--- config.mk ---
export PLATFORM = sky130hd
export DESIGN_NAME = plti_muldiv
export DESIGN_NICKNAME = d
export VERILOG_FILES = /design/src/rtl/core/piecewise_line_time_interpolator_assert.svh /design/src/rtl/core/plti_pkg.sv /design/src/rtl/core/plti_muldiv.sv
export SDC_FILE = /design/constraint.sdc
export NUM_CORES = 1
export LEC_CHECK = 0
export CAP_MARGIN = 20
export CORE_MARGIN = 4
export CORE_UTILIZATION = 30
export CTS_CLUSTER_SIZE = 12
export DETAILED_ROUTE_END_ITERATION = 8
export DONT_BUFFER_PORTS = 1
export MAX_ROUTING_LAYER = met4
export SYNTH_ARGS = -nofsm -noshare
export SYNTH_HDL_FRONTEND = slang
export SYNTH_SLANG_ARGS = --single-unit
--- constraint.sdc ---
create_clock -name i_clk -period 8.36 [get_ports i_clk]
set_input_delay 1.254 -clock i_clk [delete_from_list [all_inputs] [get_ports i_clk]]
set_output_delay 1.254 -clock i_clk [all_outputs]
set_load 0.005 [all_outputs]
--- src/rtl/core/piecewise_line_time_interpolator_assert.svh ---
// ----------------------------------------------------------------------------
// Assertion macros for the line/time interpolator
// Shared property forms, reset-qualified on the active-low synchronous reset.
// ----------------------------------------------------------------------------
`ifndef PIECEWISE_LINE_TIME_INTERPOLATOR_ASSERT_SVH
`define PIECEWISE_LINE_TIME_INTERPOLATOR_ASSERT_SVH

// Same-cycle implication.
`define PLTI_ASSERT_NOW(label, ante, cons) \
    label: assert property (@(posedge i_clk) disable iff (!i_rst_n) (ante) |-> (cons)) \
        else $error("assertion failed");

// Next-cycle implication.
`define PLTI_ASSERT_NEXT(label, ante, cons) \
    label: assert property (@(posedge i_clk) disable iff (!i_rst_n) (ante) |=> (cons)) \
        else $error("assertion failed");

`endif

--- src/rtl/core/plti_pkg.sv ---
// ----------------------------------------------------------------------------
// Line/time interpolator package
// Table sizes, field widths, operation and status codes.
// ----------------------------------------------------------------------------
`timescale 1ns / 1ps
package plti_pkg;
    localparam int TABLE_DEPTH    = 1024;
    localparam int ADDR_W         = $clog2(TABLE_DEPTH);
    localparam int CNT_W          = ADDR_W + 1;
    localparam int LINE_FRAC_BITS = 8;
    localparam int BLINE_W        = 20;
    localparam int TIME_W         = 40;
    localparam int LV_W           = 28;
    localparam int LOUT_W         = 29;
    localparam int FL_W           = 24;
    localparam int SMP_W          = 28;
    localparam int PROD_W         = 69;

    typedef logic [1:0] t_op;
    typedef logic [1:0] t_status;

    localparam t_op OP_LOAD  = 2'd0;
    localparam t_op OP_CLEAR = 2'd1;
    localparam t_op OP_T2L   = 2'd2;
    localparam t_op OP_L2T   = 2'd3;

    localparam t_status ST_OK    = 2'd0;
    localparam t_status ST_RANGE = 2'd1;
    localparam t_status ST_ORDER = 2'd2;
    localparam t_status ST_SHORT = 2'd3;
endpackage

--- src/rtl/core/plti_muldiv.sv ---
// ----------------------------------------------------------------------------
// Serial multiply-divide unit
// Computes round(a * b / d), ties up, by shift-add then restoring division.
// ----------------------------------------------------------------------------
`timescale 1ns / 1ps
module plti_muldiv (
    input  logic                        i_clk,
    input  logic                        i_rst_n,
    input  logic                        i_start,
    input  logic [plti_pkg::TIME_W-1:0] i_a,
    input  logic [plti_pkg::TIME_W-1:0] i_b,
    input  logic [plti_pkg::TIME_W-1:0] i_d,
    output logic                        o_done,
    output logic [plti_pkg::PROD_W-1:0] o_quot
);
    import plti_pkg::*;

    localparam logic [1:0] PH_IDLE = 2'd0;
    localparam logic [1:0] PH_MUL  = 2'd1;
    localparam logic [1:0] PH_HALF = 2'd2;
    localparam logic [1:0] PH_DIV  = 2'd3;

    logic [1:0]          r_ph;
    logic [6:0]          r_cnt;
    logic [79:0]         r_mcand;
    logic [TIME_W-1:0]   r_mplier;
    logic [79:0]         r_acc;
    logic [TIME_W-1:0]   r_d;
    logic [PROD_W-1:0]   r_dq;
    logic [TIME_W:0]     r_rem;
    logic                r_done;
    logic [TIME_W:0]     n_rem;

    // Partial remainder with the next dividend bit shifted in.
    assign n_rem = {r_rem[TIME_W-1:0], r_dq[PROD_W-1]};

    // Sequencer: one multiplier bit or one quotient bit per cycle.
    always_ff @(posedge i_clk) begin
        if (!i_rst_n) begin
            r_ph   <= PH_IDLE;
            r_done <= 1'b0;
        end else begin
            r_done <= 1'b0;
            unique case (r_ph)
                PH_IDLE: begin
                    if (i_start) begin
                        r_mcand  <= {40'd0, i_a};
                        r_mplier <= i_b;
                        r_d      <= i_d;
                        r_acc    <= '0;
                        r_cnt    <= 7'(TIME_W);
                        r_ph     <= PH_MUL;
                    end
                end
                PH_MUL: begin
                    if (r_mplier[0]) begin
                        r_acc <= r_acc + r_mcand;
                    end
                    r_mcand  <= {r_mcand[78:0], 1'b0};
                    r_mplier <= {1'b0, r_mplier[TIME_W-1:1]};
                    r_cnt    <= r_cnt - 7'd1;
                    if (r_cnt == 7'd1) begin
                        r_ph <= PH_HALF;
                    end
                end
                PH_HALF: begin
                    r_dq  <= r_acc[PROD_W-1:0] + PROD_W'({1'b0, r_d[TIME_W-1:1]});
                    r_rem <= '0;
                    r_cnt <= 7'(PROD_W);
                    r_ph  <= PH_DIV;
                end
                PH_DIV: begin
                    if (n_rem >= {1'b0, r_d}) begin
                        r_rem <= n_rem - {1'b0, r_d};
                        r_dq  <= {r_dq[PROD_W-2:0], 1'b1};
                    end else begin
                        r_rem <= n_rem;
                        r_dq  <= {r_dq[PROD_W-2:0], 1'b0};
                    end
                    r_cnt <= r_cnt - 7'd1;
                    if (r_cnt == 7'd1) begin
                        r_done <= 1'b1;
                        r_ph   <= PH_IDLE;
                    end
                end
                default: r_ph <= PH_IDLE;
            endcase
        end
    end

    assign o_done = r_done;
    assign o_quot = r_dq;
endmodule

==> run metrics, run 1 <==
Post-synth EDFFs=~330; initial core utilization=0.305; setup TNS=0 ps; Fin. Hold Viols=0; final number of setup-violating endpoints=0; power density over cell area=roughly 370 nW/um^2; DR vias=17000; Main synth FF type=edfxtp_1; CTS tree=yes; Worst-Skew Late Latency=between 500 and 600 ps; flop2flop setup slack=4220 ps; WL per Instance=20.3 um; CTS H-tree depth=2; final WL=~64 mm; Min-Delay Path Class=register to register; post-synthesis average cell area=just over 10 sq um; RSZ-0062 raised after global routing=false; proportion of layout cells with a drive suffix above 1=0.0892; hold slack=543 ps; Hold Path Depth=1; worst-path cell chain=ha_1 -> fa_1 -> a21o_1 -> a31o_1 -> a2111oi_4 -> nor4_1 -> o21ai_1 -> a21oi_2 -> o31ai_4 -> a2111oi_2 -> xor2_1 -> mux2_2; Placer Congestion=roughly 0.95; Slew HR=0.374; clock sink count=around 340; Final ANT Viol Nets=0; DIE WIDTH=about 280 um; R2R Path End=o_quot[56]; number of setup buffers added after CTS=0; number of nets in the layout=roughly 2400; # IOs=just under 200; fmax=242 MHz; number of max-slew violations in the final report=0; Clock Skews=41.9 ps; FP Rows=between 90 and 100; Worst Reg-to-Reg Cells=12; first-pass GRT wire length=98.2 mm; area of the mapped netlist=22400 sq um; P_leak=about 9.3 nW; FFs w/ async S/R, synth=0; crit share post-route=0.495; DR pass1 iterations=5; register area share after synthesis=0.451; Data arrival, critical path=between 4000 and 5000 ps; Inserted Clock Buffers=44; die area=~79000 sq um; vias in the first global route=around 17000; CP startpoint kind=register; Critical Path RT=between 8000 and 9000 ps; routed vias/inst=5.37; PortBufs=0; P&R area growth vs syn=10.5%; slew at the pin closest to its max-slew limit=~940 ps; reg2reg start=r_acc[0]; Critical Path Sink Type=register; final HPWL from detailed placement=49.3 mm; core area=roughly 73000 sq um; Yosys Warn Count=0; total of max-cap violations=0; min-delay src=r_mplier[2]; post-synth top area share=0.448; register clock-pin slew on the reported worst setup and hold paths=50 ps; initial antenna violation count=21; die height=about 280 um; leading area contributor after synthesis=edfxtp_1; clock buffer depth=3; syn nets=approximately 2500; largest net degree at the start of global routing=a little under 90; status=completed; Setup CP Type=register to register; Core Util, Final=0.337; grt total ovfl=0; clk root buf=clkbuf_16; Residual DRC=0; crit-path max cell delay=just under 700 ps; top cells by area, synth=edfxtp_1 45%, ha_1 8.6%, mux2_2 4.3%; Synth Register Bits=~340; slowest CP cell=o31ai_4; Post-CTS Hold Buffers=0; hold path endpoint=r_mplier[1]; Total GRT Usage=0.164; Initial DRC Count=between 1000 and 1500; Post-CTS Resized=0; Peak VDD IR=around 150 uV; Max FO, Critical Path=16; Synth cell types=around 90; final worst path period need=approximately 4100 ps; Post-Syn Instances=roughly 2200
[stage by stage]
step	worst slack, ps	cells	area, sq um	total power [mW]
after floorplan	1590	2182	22400	6.18
after global placement	4220	3067	23400	7.28
after detailed placement	4230	3067	23400	7.33
after CTS	4170	3145	24700	9.14
after global routing	4050	3166	24700	9.78
final	4220	3167	24700	9.11
[cell usage after synthesis (5+ instances only)]
library cell and instances:
edfxtp_1 334, nand2_1 180, nor2_1 176, a21oi_1 167
ha_1 154, o21ai_0 128, xnor2_1 97, a21o_1 95
inv_1 94, mux2_2 85, clkbuf_1 64, xor2_1 54
and2_1 51, nand3_1 41, nor3_1 37, nand4_1 35
mux2i_1 30, and3_1 29, o21bai_1 28, a31oi_1 20
o21a_1 20, nor2b_1 18, nand2b_1 16, o211ai_1 14
a211oi_1 11, and4_1 11, buf_1 10, nor3b_1 10
o22ai_1 10, a21boi_0 9, nor4_1 9, o21ai_1 8
o31ai_1 7, or3_1 7, a221oi_1 6, buf_2 6
nand3b_1 6, a2111oi_0 5
[where the power goes]
part           switching (mW)  internal [mW]  leakage, nW
combinational            2.62           1.71         5.47
sequential              0.431           2.59         3.15
clock                   0.763          0.994        0.638
total                    3.81           5.30         9.26
[metal layers]
layer  global-route usage  wire, um  share of wire  vias up
li1                     -         -              -     8107
met4               0.0524      2020          0.031        0
met2                0.243     28000           0.43      514
met1                0.222     29600           0.46     8274
met3               0.0364      4700          0.073      110
met5                    -         0              0        -
[cell type report]
cell class              count  area, sq um
flip-flops and latches    337        10100
fillers                  7377        48700
clock inverters            29          186
multi-input cells        1664        11600
diodes                     22         55.1
inverters                  96          360
well taps                 959         1200
repair buffers             11         82.6
clock buffers              49         1120
[state kept, by name, indices dropped and copies added (netlist names)]
name	cells
r_rem	40
r_mplier	40
o_done	1
r_ph	2
r_cnt	7
r_acc	69
o_quot	69
r_d	40
r_mcand	69
[critical path, delay by kind of cell, from the launching register on]
family	cells	cell delay [ps]
flops	1	440
mux	1	280
compound gates	7	2160
simple gates	1	120
xor+xnor	1	180
fa+ha+maj	2	660
[cell families (layout without fill, tap and decap cells)]
family | after synthesis | after routing | synth area share
XOR/XNOR | 151 | 151 | 0.0591
adder cells (fa/ha/maj) | 157 | 157 | 0.0888
multiplexers | 115 | 115 | 0.0562
AND/OR/NAND/NOR | 649 | 649 | 0.141
other | 0 | 22 | 0
AO/OA/AOI/OAI | 592 | 592 | 0.172
buffers and inverters | 181 | 185 | 0.0314
flip-flops | 337 | 337 | 0.451
[cells in the final DEF, fill, tap and decap left out, drive strengths merged, types with 37 or more instances in the layout]
| cell type | synthesis | final |
|---|---|---|
| clkbuf | 65 | 49 |
| edfxtp | 334 | 334 |
| nor3 | 37 | 37 |
| nor2 | 176 | 176 |
| nand3 | 43 | 43 |
| a21o | 95 | 95 |
| a21oi | 169 | 169 |
| xor2 | 54 | 54 |
| nand2 | 181 | 181 |
| o21ai | 138 | 138 |
| xnor2 | 97 | 97 |
| mux2 | 85 | 85 |
| inv | 94 | 96 |
| and2 | 51 | 51 |
| ha | 154 | 154 |
[worst max path at each step]
stage                     slack (ps)  cells after the start    endpoint      from
final                           4220                     12  o_quot[56]  r_acc[0]
after global routing            4050                     12  o_quot[56]  r_acc[0]
after CTS                       4170                     12  o_quot[56]  r_acc[0]
after detailed placement        4230                     12  o_quot[56]  r_acc[0]
after global placement          4220                     12  o_quot[56]  r_acc[0]
after floorplan                 1590                      4    r_acc[0]   i_start
Power figures use the tool's default switching activity.
==> inputs of run 2 (changes only) <==
- clock period: 8.36 -> 3.63 ns (I/O delays scaled with it)
==> run 2 against run 1 <==
Net effect:
- final area increased by 4.9%
- clock skew down 23 ps
- flip-flop and latch count stayed put
- non-clock buffer count increased by 113
- core utilization increased by 1.7 points
- sequential power up 130%
- sequential share of layout area down 1.9 points
- first-iteration DRC count down 10%
- routed wire length down 0.95%
- clock power rose by 140%
- power up 140%
- largest cell class unchanged
- highest routed layer unchanged
==> run metrics, run 2 (synthesis results as in run 1) <==
status=completed; initial core utilization=0.305 (unchanged); grt total ovfl=0 (unchanged); largest net degree at the start of global routing=145 (+65%); crit share post-route=0.968 (+0.473); Setup CP Type=register to register; core area=73500 sq um (unchanged); fmax=285 MHz (+18%); # IOs=193 (unchanged); WL per Instance=19.4 um (-4.4%); first-pass GRT wire length=98.0 mm (-0.25%); DIE WIDTH=281 um (unchanged); number of nets in the layout=2547 (+4.6%); clock sink count=337 (unchanged); initial antenna violation count=27 (+29%); Post-CTS Hold Buffers=0 (unchanged); proportion of layout cells with a drive suffix above 1=0.146 (+0.0566); Total GRT Usage=0.162 (-0.00156); RSZ-0062 raised after global routing=true; number of max-slew violations in the final report=0 (unchanged); total of max-cap violations=0 (unchanged); Min-Delay Path Class=input pin to register; Clock Skews=18.5 ps (-23.4 ps); vias in the first global route=16900 (+1.8%); Data arrival, critical path=3800 ps (-640 ps); final number of setup-violating endpoints=0 (unchanged); final HPWL from detailed placement=49.1 mm (-0.30%); CP startpoint kind=register; Placer Congestion=0.922 (-3.3%); most frequent cells in the layout=334 x edfxtp_1, 180 x nand2_1, 176 x nor2_1; Slew HR=0.277 (-0.0964); Inserted Clock Buffers=44 (unchanged); Fillers=7328 (-0.66%); die area=79000 sq um (unchanged); reg2reg start=r_acc[3]; PortBufs=0 (unchanged); FP Rows=99 (unchanged); hold slack=61.9 ps (-481 ps); Max FO, Critical Path=15 (-1); GR met3 Demand/Resource=0.0431 (+0.00673); DR pass1 iterations=7 (+2); worst setup path start=r_acc[3]; global route hottest layer=met2; setup ws final=116 ps (-4100 ps); clock buffer depth=3 (unchanged); final WL=63.7 mm (-0.95%); routed vias/inst=5.18 (-3.5%); Worst Reg-to-Reg Cells=14 (+2); die height=281 um (unchanged); slew at the pin closest to its max-slew limit=1080 ps (+145 ps); flop2flop setup slack=120 ps (-4100 ps); met1 Use GR=0.212 (-0.0106); Peak VDD IR=365 uV (+140%); setup TNS=0 ps (unchanged); clk root buf=clkbuf_16; Final ANT Viol Nets=0 (unchanged); P&R area growth vs syn=16.0%; Residual DRC=0 (unchanged); end of the critical path=o_quot[47]; DP Worst Slack=-328 ps (-4560 ps); Sequential Area=10100 sq um (unchanged); R2R Path End=o_quot[47]; register clock-pin slew on the reported worst setup and hold paths=60 ps (about the same); CTS tree=yes; Multi-input gate area=11800 sq um (+1.5%); final worst path period need=3510 ps (-626 ps); Core Util, Final=0.353 (+0.0166); P_leak=9.87 nW (+6.6%); Critical Path Sink Type=register; Initial DRC Count=1225 (-10%); power density over cell area=844 nW/um^2 (+130%); min-delay src=i_d[1]; Worst-Skew Late Latency=570 ps (-20 ps); GR Util met2=0.248 (+0.00446); Fin. Hold Viols=0 (unchanged); DR vias=17000 (+0.059%); Critical Path RT=3920 ps (-4740 ps); commonest non-fill, non-tap cell in the layout=edfxtp_1; CTS H-tree depth=2 (unchanged)
## run 2: area by class of cell
type                    instances  share of cell area
multi-input cells            1664               0.455
flip-flops and latches        337               0.389
well taps                     959              0.0463
clock buffers                  52              0.0448
repair buffers                124              0.0407
inverters                      96              0.0139
clock inverters                25             0.00801
diodes                         26             0.00251
## run 2: how the worst min path moves through the flow
stage	cells after the start	to
after floorplan	1	r_mplier[0]
after global placement	1	r_mplier[5]
after detailed placement	1	r_mplier[26]
after CTS	0	r_d[14]
after global routing	0	r_d[7]
final	0	r_d[1]
## run 2: power by group
part | switching [mW] | total [mW] | internal (mW)
clock network | 1.71 | 4.20 | 2.49
logic | 6.19 | 10.8 | 4.63
registers | 0.909 | 6.87 | 5.96
## run 2: layer usage
metal	wire length (um)	share of wire
met3	4730	0.074
met4	1900	0.030
met2	28100	0.44
met5	0	0
met1	29000	0.45
## run 2: timing repair
item	in CTS	in global routing
buffers inserted	3	4
endpoints found under the setup margin	8	85
gates cloned	0	0
hold endpoints to repair	0	0
pin swaps	1	17
gates resized for setup	4	32
## run 2: metrics by stage
stage               total power [mW]  instances  cell area, sq um
floorplan                       14.2       2182             22400
global placement                17.4       3173             24300
detailed placement              17.5       3173             24300
CTS                             21.9       3253             25700
global route                    23.5       3281             25900
finish                          21.9       3283             25900
## run 2: critical path, stage by stage, from the launching register on
cell,delay [ps]
edfxtp_1,440
buf_4,170
ha_2,360
nand3_1,80
nor2_1,230
o211ai_1,140
buf_4,170
o221ai_2,200
o21ai_1,150
a211oi_2,420
o21ai_2,160
buf_12,170
nor3b_1,250
xnor2_1,190
o21ai_0,100
==> inputs of run 3 (changes only) <==
- CELL_PAD_IN_SITES_DETAIL_PLACEMENT: not set -> 1
- CELL_PAD_IN_SITES_GLOBAL_PLACEMENT: not set -> 1
- PLACE_DENSITY_LB_ADDON: not set -> 0.1
==> run 3 against run 2 <==
Net effect:
- fmax is 0.21% higher
- critical path depth down 1
- clock-buffer cell count increased by 10
- routed wire length up 12%
- hold slack better by 5.3 ps
- via count grew 0.47%
==> run metrics, run 3 (synthesis results as in run 1) <==
status=completed; Final ANT Viol Nets=0 (unchanged); total of max-cap violations=0 (unchanged); Min-Delay Path Class=input pin to register; P&R area growth vs syn=16.4%; initial antenna violation count=10 (-63%); Clock Skews=14.5 ps (-4.01 ps); first-pass GRT wire length=110 mm (+12%); Total GRT Usage=0.184 (+0.0220); PortBufs=0 (unchanged); reg2reg start=r_acc[0]; commonest non-fill, non-tap cell in the layout=edfxtp_1; total power draw=22.3 mW (+2.0%); proportion of layout cells with a drive suffix above 1=0.154 (+0.00830); final WL=71.6 mm (+12%); register clock-pin slew on the reported worst setup and hold paths=60 ps (about the same); clk root buf=clkbuf_16; DR vias=17100 (+0.47%); Max FO, Critical Path=3 (-12); Setup CP Type=register to register; GR Util met2=0.270 (+0.0229); CP startpoint kind=register; CTS H-tree depth=2 (unchanged); Core Util, Final=0.354 (+0.00131); DIE WIDTH=281 um (unchanged); initial core utilization=0.305 (unchanged); global route hottest layer=met2; RSZ-0062 raised after global routing=true; slew at the pin closest to its max-slew limit=705 ps (-380 ps); crit share post-route=0.966 (-0.00199); Initial DRC Count=859 (-30%); Slew HR=0.530 (+0.253); flop2flop setup slack=120 ps (about the same); final number of setup-violating endpoints=0 (unchanged); # IOs=193 (unchanged); Critical Path Sink Type=register; Post-CTS Hold Buffers=0 (unchanged); FP Rows=99 (unchanged); final worst path period need=3510 ps (-7.21 ps); routed vias/inst=5.21 (+0.53%); core area=73500 sq um (unchanged); clock buffer depth=3 (unchanged); met1 Use GR=0.258 (+0.0467); Worst-Skew Late Latency=570 ps (about the same); Critical Path RT=4050 ps (+130 ps); number of nets in the layout=2560 (+0.51%); WL per Instance=21.8 um (+12%); final HPWL from detailed placement=55.5 mm (+13%); die height=281 um (unchanged); Hold Path Depth=0 (unchanged); Worst Reg-to-Reg Cells=13 (-1); DR pass1 iterations=4 (-3); number of max-slew violations in the final report=0 (unchanged); P_leak=9.96 nW (+0.83%); grt total ovfl=0 (unchanged); Data arrival, critical path=3930 ps (+130 ps); vias in the first global route=17900 (+5.6%); largest net degree at the start of global routing=96 (-34%); Residual DRC=0 (unchanged); Placer Congestion=0.854 (-7.4%); Peak VDD IR=352 uV (-3.7%); Inserted Clock Buffers=45 (+2.3%); GR met3 Demand/Resource=0.0420 (-0.00116); most frequent cells in the layout=334 x edfxtp_1, 179 x nand2_1, 176 x nor2_1; fmax=285 MHz (+0.21%); min-delay src=i_d[35]; power density over cell area=857 nW/um^2 (+1.6%); hold path endpoint=r_d[35]; die area=79000 sq um (unchanged); CTS tree=yes; Fin. Hold Viols=0 (unchanged); clock sink count=337 (unchanged); R2R Path End=r_acc[66]
run 3: area by class of cell:
type / count / area (sq um)
Clock buffer: 62 / 1230
Fill cell: 8173 / 47400
Clock inverter: 22 / 133
Tap cell: 959 / 1200
Multi-Input combinational cell: 1664 / 11900
Inverter: 96 / 360
Antenna cell: 5 / 12.5
Timing Repair Buffer: 136 / 1150
Sequential cell: 337 / 10100
run 3: power breakdown:
group / switching [mW] / leakage, nW / internal (mW)
sequential: 0.920 / 3.15 / 5.96
combinational: 6.49 / 6.14 / 4.75
clock: 1.76 / 0.665 / 2.44
run 3: worst max-delay path by stage:
stage                  start  cells past startpoint         end
finish              r_acc[0]                     13   r_acc[66]
global route        r_acc[7]                     12   r_acc[66]
CTS                 r_acc[3]                     13  o_quot[37]
detailed placement  r_acc[0]                     12   r_acc[66]
global placement    r_acc[0]                     14  o_quot[56]
floorplan            r_ph[0]                      6    r_acc[0]
run 3: timing repair:
| action | in CTS | in global routing |
|---|---|---|
| setup buffers | 0 | 10 |
| resized for setup | 4 | 44 |
| setup endpoints to repair | 14 | 82 |
| pin swaps | 2 | 25 |
run 3: critical path, cell delays in order (launching register included):
cell       delay [ps]
edfxtp_1          470
ha_2              250
fa_2              350
a211oi_2          300
o21ai_2           120
a22oi_2           170
buf_6             140
a2111oi_4          70
or3b_4            420
a2111o_1          460
nand3_2           120
o21ai_2            90
a31oi_1           210
mux2i_1           210
run 3: metal layers:
| layer | part of all wire | routed length [um] |
|---|---|---|
| met4 | 0.022 | 1600 |
| met2 | 0.43 | 30500 |
| met5 | 0 | 0 |
| met1 | 0.50 | 35800 |
| met3 | 0.053 | 3760 |
run 3: stage by stage:
stage / cells / hold WS [ps] / instance area, sq um / setup TNS (ps) / worst slack [ps]
after CTS: 3265 / 18.4 / 25700 / 0 / 0.0204
after global placement: 3181 / 526 / 24300 / -29.1 / -23.4
after floorplan: 2182 / 523 / 22400 / 0 / 136
final: 3281 / 67.1 / 26000 / 0 / 123
after detailed placement: 3181 / 533 / 24300 / -260 / -58.3
after global routing: 3281 / 27.7 / 26000 / -38.5 / -38.5
